## config.mk

```make
export PLATFORM = sky130hd
export DESIGN_NAME = tib_front
export DESIGN_NICKNAME = d
export VERILOG_FILES = /design/src/hw/rtl/tib_pkg.sv /design/src/hw/rtl/tib_front.sv
export SDC_FILE = /design/constraint.sdc
export NUM_CORES = 1
export LEC_CHECK = 0
export BUFFER_PORTS_ARGS = -buffer_cell sky130_fd_sc_hd__buf_2
export CAP_MARGIN = 40
export CORE_UTILIZATION = 35
export CTS_CLUSTER_SIZE = 16
export DETAILED_ROUTE_END_ITERATION = 6
export SKIP_CTS_REPAIR_TIMING = 1
export SLEW_MARGIN = 20
export SYNTH_ARGS = -nofsm -noshare
export SYNTH_HDL_FRONTEND = slang
export SYNTH_SLANG_ARGS = --single-unit
export TNS_END_PERCENT = 10
```

## constraint.sdc

```tcl
create_clock -name aclk -period 2.1 [get_ports aclk]
set_input_delay 0.105 -clock aclk [delete_from_list [all_inputs] [get_ports aclk]]
set_output_delay 0.105 -clock aclk [all_outputs]
set_load 0.1 [all_outputs]
```

## src/hw/rtl/tib_pkg.sv

```systemverilog
// Shared types and constants of the tf-idf index builder.
package tib_pkg;

    localparam int WORDS_DEF      = 512;
    localparam int DOCS_DEF       = 64;
    localparam int COUNT_BITS_DEF = 10;
    localparam int QUEUE_DEPTH    = 2;

    localparam int WORD_IN_W = 9;
    localparam int DOC_IN_W  = 6;
    localparam int CFG_W     = 10;
    localparam int TC_W      = 10;
    localparam int IDF_W     = 15;
    localparam int TFIDF_W   = 25;
    localparam int SEEN_W    = 7;
    localparam int STATUS_W  = 2;

    localparam logic [CFG_W-1:0] WIU_RESET = 10'd512;
    localparam logic [27:0]      LN2_Q28   = 28'd186065279;

    localparam logic REQ_FEATURE = 1'b0;
    localparam logic REQ_READ    = 1'b1;

    localparam logic [STATUS_W-1:0] ST_OK       = 2'd0;
    localparam logic [STATUS_W-1:0] ST_BAD_WORD = 2'd1;
    localparam logic [STATUS_W-1:0] ST_NO_DOC   = 2'd2;

    typedef struct packed {
        logic                 req_type;
        logic [WORD_IN_W-1:0] word;
        logic                 last_of_image;
        logic [DOC_IN_W-1:0]  doc;
        logic                 bad_word;
    } item_t;

endpackage

```

## src/hw/rtl/tib_front.sv

```systemverilog
// Front end: vocabulary register, word range check and a short item queue.
module tib_front #(
    parameter int WORDS = tib_pkg::WORDS_DEF
) (
    input  logic                          aclk,
    input  logic                          aresetn,
    input  logic                          cfg_we,
    input  logic [tib_pkg::CFG_W-1:0]     cfg_wdata,
    input  logic                          s_valid,
    output logic                          s_ready,
    input  logic                          s_req_type,
    input  logic [tib_pkg::WORD_IN_W-1:0] s_word,
    input  logic                          s_last_of_image,
    input  logic [tib_pkg::DOC_IN_W-1:0]  s_doc,
    input  logic                          accept_en,
    output logic                          q_valid,
    input  logic                          q_ready,
    output tib_pkg::item_t                q_item
);
    import tib_pkg::*;

    localparam int PTR_W = (QUEUE_DEPTH > 1) ? $clog2(QUEUE_DEPTH) : 1;
    localparam int CNT_W = $clog2(QUEUE_DEPTH + 1);

    logic [CFG_W-1:0] wiu_reg;
    item_t            q_mem_reg [QUEUE_DEPTH];
    logic [PTR_W-1:0] wr_ptr_reg, rd_ptr_reg;
    logic [CNT_W-1:0] cnt_reg, cnt_next;
    logic [31:0]      limit;
    logic             push, pop;
    item_t            in_item;

    assign limit = (32'(wiu_reg) < 32'(WORDS)) ? 32'(wiu_reg) : 32'(WORDS);

    always_comb begin
        in_item.req_type      = s_req_type;
        in_item.word          = s_word;
        in_item.last_of_image = s_last_of_image;
        in_item.doc           = s_doc;
        in_item.bad_word      = 32'(s_word) >= limit;
    end

    assign s_ready = accept_en && (cnt_reg != CNT_W'(QUEUE_DEPTH));
    assign q_valid = cnt_reg != '0;
    assign q_item  = q_mem_reg[rd_ptr_reg];
    assign push    = s_valid && s_ready;
    assign pop     = q_valid && q_ready;

    always_comb begin
        cnt_next = cnt_reg;
        if (push && !pop) begin
            cnt_next = cnt_reg + 1'b1;
        end else if (pop && !push) begin
            cnt_next = cnt_reg - 1'b1;
        end
    end

    always_ff @(posedge aclk) begin
        if (push) begin
            q_mem_reg[wr_ptr_reg] <= in_item;
        end
    end

    always_ff @(posedge aclk) begin
        if (!aresetn) begin
            wiu_reg    <= WIU_RESET;
            wr_ptr_reg <= '0;
            rd_ptr_reg <= '0;
            cnt_reg    <= '0;
        end else begin
            if (cfg_we) begin
                wiu_reg <= cfg_wdata;
            end
            if (push) begin
                wr_ptr_reg <= (wr_ptr_reg == PTR_W'(QUEUE_DEPTH - 1)) ? '0 : wr_ptr_reg + 1'b1;
            end
            if (pop) begin
                rd_ptr_reg <= (rd_ptr_reg == PTR_W'(QUEUE_DEPTH - 1)) ? '0 : rd_ptr_reg + 1'b1;
            end
            cnt_reg <= cnt_next;
        end
    end

endmodule

```

Yosys cells after proc, flatten, opt, wreduce, memory -nomap -nowiden:

Memories as Yosys holds them, arrays and structs flattened. A register that Yosys moved wholly into a read port is not among the register bits.
Cells that the tools add are included.

* add/subtract/negate cells: 4
* $lt $le $gt $ge: 2
* eq/ne operators: 1
* mux-type cells: 9
* reduce and logical (&&, ||, !) cells: 9

Operators with widths (count)
* 9-bit by 10-bit >= comparator with 1-bit output: 1
* 10-bit less-than comparator, second input constant: 1
* 10-bit two-way mux: 1
* 1-bit two-way mux: 6
* 1-bit logical AND: 5
* 2-bit two-way mux: 2
* 2-bit nonzero test: 2
* 1-bit adder, second input constant: 2
* 2-bit by 1-bit adder with 2-bit output, second input constant: 1
* 1-bit zero test: 2
* 2-bit inequality test, second input constant: 1
* 2-bit by 1-bit subtractor with 2-bit output, second input constant: 1

* flip-flop bits (word level): 14
* memory bits (writable): 36
* bits of input ports: 33
* output and inout bits: 20
* word-level logic and storage cells: 30
* memories kept: 1

Memories
* q_mem_reg: words 2, width 18, read ports 1, clocked after memory_dff 1, write ports 1, line tib_front.sv:26 `item_t q_mem_reg [QUEUE_DEPTH];`

Logic depth before layout (Yosys ltp):

* word-level depth: 7
* depth in mapped cells: 7
* depth with buffers taken out: 7

Least setup slack after synthesis:

OpenSTA, ideal clock, no wires.

* path kind: flip-flop to flip-flop
* from: reg cnt_reg[0]
* to: mem q_mem_reg[1][0] (netlist name), enable pin
* library setup time: 0.376 ns
* arrival time: 1.800 ns
* data required time: 1.724 ns
* slack: -0.076 ns
* stages on the path, launching flop included: 3
* clock period less this slack: 2.176 ns
* cells stage by stage: dfxtp_1 > o21a_1 > and3_1

* cells in the longest elaborated chain, start to end: 5

RTL lines
* start: declaration: line tib_front.sv:28 `logic [CNT_W-1:0] cnt_reg, cnt_next;`
* start signal: assignment: line tib_front.sv:80 `cnt_reg <= cnt_next;`
* 2-bit inequality test: line tib_front.sv:43 `assign s_ready = accept_en && (cnt_reg != CNT_W'(QUEUE_DEPTH));`
* 1-bit logical AND: line tib_front.sv:43
* named net s_ready: line tib_front.sv:10 `output logic s_ready,`
* 1-bit logical AND: line tib_front.sv:46 `assign push = s_valid && s_ready;`
* 1-bit two-way mux: line tib_front.sv:59 `if (push) begin`
* 1-bit two-way mux (not written as such): line tib_front.sv:60 `q_mem_reg[wr_ptr_reg] <= in_item;`
* end: declaration: line tib_front.sv:26

The timed path passes the listed nets, and every way through them passes these cells.

==> impl_metrics.yaml <==
run_status:
  outcome: "finished, final reports clean"
clock_network:
  clock_latency_ns: 0.29
  cts_made_buffers: 5
  htreeDepth: 2
  cts_tree: "yes"
  clkSinkCount: 51
  cts.clk_slew.worst_paths_ns: 0.09
  cts-root-buf: "clkbuf_8"
  clk_path_buf_depth: 2
drt:
  route.detailed.drc: 0
  ant_nets: 0
  wl_mm: 3.483
  vias_per_cell: 4.453
  num_vias: 1278
  drt_iter0_drc: 21
  wl_per_cell_um: 12.14
  firstDrtPassIters: 4
global_route:
  grt_usage_pct: 11.56
  overflow: 0
  grt_max_degree: 20
  grt_pass1_vias: 1251
  grt_pass1_wl_mm: 5.630
  antenna_found_initial: 0
layout:
  design.final.nets: 254
  largest_register_ff_count: 36
  synthToLayoutAreaGrowth_pct: 24.61
  antennaDiodeCount: 0
  drive_above_1_share_pct: 40.09
placement:
  portBuffers: 52
  dp_hpwl_mm: 2.446
  gp_congestion: 0.6921
worst_setup_path:
  critPathMaxStageDelay_ns: 0.51
  cp-end-kind: "flop"
  crit_family: "compound AO/OA/AOI/OAI gates"
  crit_required_ns: 2.15
  path_cells: "nor2b_1 -> ha_1 -> nand2b_1 -> a21oi_1 -> o221ai_1 -> a41o_1"
  path_class: "flop to flop"
  worstPathMaxFanout: 12
  cp-start-kind: "flop"
  critPathBufInv: 0
  reg2regPathDepth: 6
  crit_arrival_ns: 1.87
  critPathSlowestCell: "dfxtp_1"
  cp_num_cells: 6
worst_hold_path:
  hold_class: "input pin to flop"
  hold_depth: 1
synth:
  avgSynthCellArea_um2: 14.83
  yosys-top-cells-area: "edfxtp_1 (50%), dfxtp_1 (14%), mux2_2 (9.4%)"
  ys_types: 29
  syn-cell-area_um2: 2151
  syn_nets: 188
  synth_warnings: 0
  yosys.area.top_type: "edfxtp_1"
  synth_top_area_share_pct: 50.26
  yosysSeqAreaShare_pct: 64.22
  syn_inst: 145
  synthMostInstantiatedCell: "edfxtp_1"
  ys.flop_type: "edfxtp_1"
  ys_ff_latch: 51
  synthTopCellsByCount: "edfxtp_1 (36), mux2_2 (18), dfxtp_1 (15), nor2b_1 (11)"
  synth_edf_count: 36
  async_flop_share_pct: 0
sta:
  skew_ns: 0.002505
  tns_ns: 0
  slew-limit-headroom_pct: 66.37
  setup_viol: 0
  drv_slew: 0
  hold_viol: 0
  min_period_over_period_pct: 86.85
  max_freq_ghz: 0.5483
  finalCriticalPeriod_ns: 1.824
  tightestPinTransition_ns: 0.5079
  rsz0062_at_grt: "no"
die:
  num_rows: 28
  io_pins: 53
  core_um2: 5921
  initial_core_util_pct: 36.33
  fp.dieH_um: 80.39
  die-area_um2: 6463
  die_x_um: 80.39
flow_run:
  maxCapViolCount: 0
pwr:
  p_per_area_nw_per_um2: 1191
  ir_drop_uv: 940.6
  total_power_uw: 3191
  p_leak_uw: 0.001072
-- stage by stage --
stage          instance area [um^2]  worst slack [ns]  utilization [%]  cells  hold WS (ns)
3_5_place_dp                   2506            0.2930            42.33    270        0.2966
6_report                       2680            0.2762            45.27    287       0.01953
3_3_place_gp                   2506            0.3640            42.33    270        0.2967
5_1_grt                        2680            0.1790            45.27    287     0.0006254
4_1_cts                        2590            0.2680            43.74    278      -0.01183
2_1_floorplan                  2152            0.2348                -    145        0.2039
-- final timing paths --
kind / start / endpoint / slack, ns
max: wiu_reg[9]$_SDFFE_PN1P_ / q_mem_reg[1][0]$_DFFE_PP_ / 0.28
min: s_word[8] / q_mem_reg[0][16]$_DFFE_PP_ / 0.02
max reg2reg: wiu_reg[9]$_SDFFE_PN1P_ / q_mem_reg[1][0]$_DFFE_PP_ / 0.28
min reg2reg: cnt_reg[1]$_SDFFE_PN0P_ / cnt_reg[1]$_SDFFE_PN0P_ / 0.50
-- power breakdown --
part           total, uW  internal, uW  switching, uW
Sequential          1220          1180           43.5
Clock                524           228            296
Combinational       1440           341           1100
Total               3190          1750           1440
-- cell families (layout without fill, tap and decap cells) --
family / count (synthesis) / count (layout) / synth area share [%]
simple gates: 33 / 33 / 9.308
buf+inv: 8 / 75 / 1.687
mux: 28 / 28 / 14.08
xor+xnor: 3 / 3 / 1.222
fa+ha+maj: 10 / 10 / 5.817
flops: 51 / 51 / 64.22
compound gates: 12 / 12 / 3.665
-- cell type report --
cell class | instances | area [um^2]
Fill cell | 565 | 3241
Sequential cell | 51 | 1381
Multi-Input combinational cell | 86 | 737.0
Timing Repair Buffer | 64 | 372.9
Tap cell | 75 | 93.84
Clock buffer | 5 | 68.82
Clock inverter | 3 | 15.01
Inverter | 3 | 11.26
-- routing by layer --
layer | global-route usage (%) | part of all wire [%] | up-vias
met5 | 0 | 0 | -
met4 | 3.750 | 0.98 | 0
met3 | 4.432 | 6.5 | 5
met2 | 18.90 | 45 | 43
met1 | 13.92 | 48 | 574
li1 | - | - | 656
-- cells in the final DEF (no fill, tap or decap), types with 2 or more instances in the layout --
master / instances
nor2b_1: 11
xnor2_1: 2
dlygate4sd3_1: 9
inv_1: 3
mux2_2: 18
buf_2: 52
clkinv_2: 3
clkbuf_8: 5
mux2i_1: 10
and2_1: 4
dfxtp_1: 15
nand2_1: 2
edfxtp_1: 36
nand2b_1: 9
buf_4: 3
ha_1: 10
a21oi_1: 5
-- worst register-to-register path: stages (launching register included) --
cell	delay, ns
dfxtp_1	0.51
nor2b_1	0.09
ha_1	0.27
nand2b_1	0.14
a21oi_1	0.15
o221ai_1	0.14
a41o_1	0.27
Note: power is estimated with default switching activity, not from simulation.
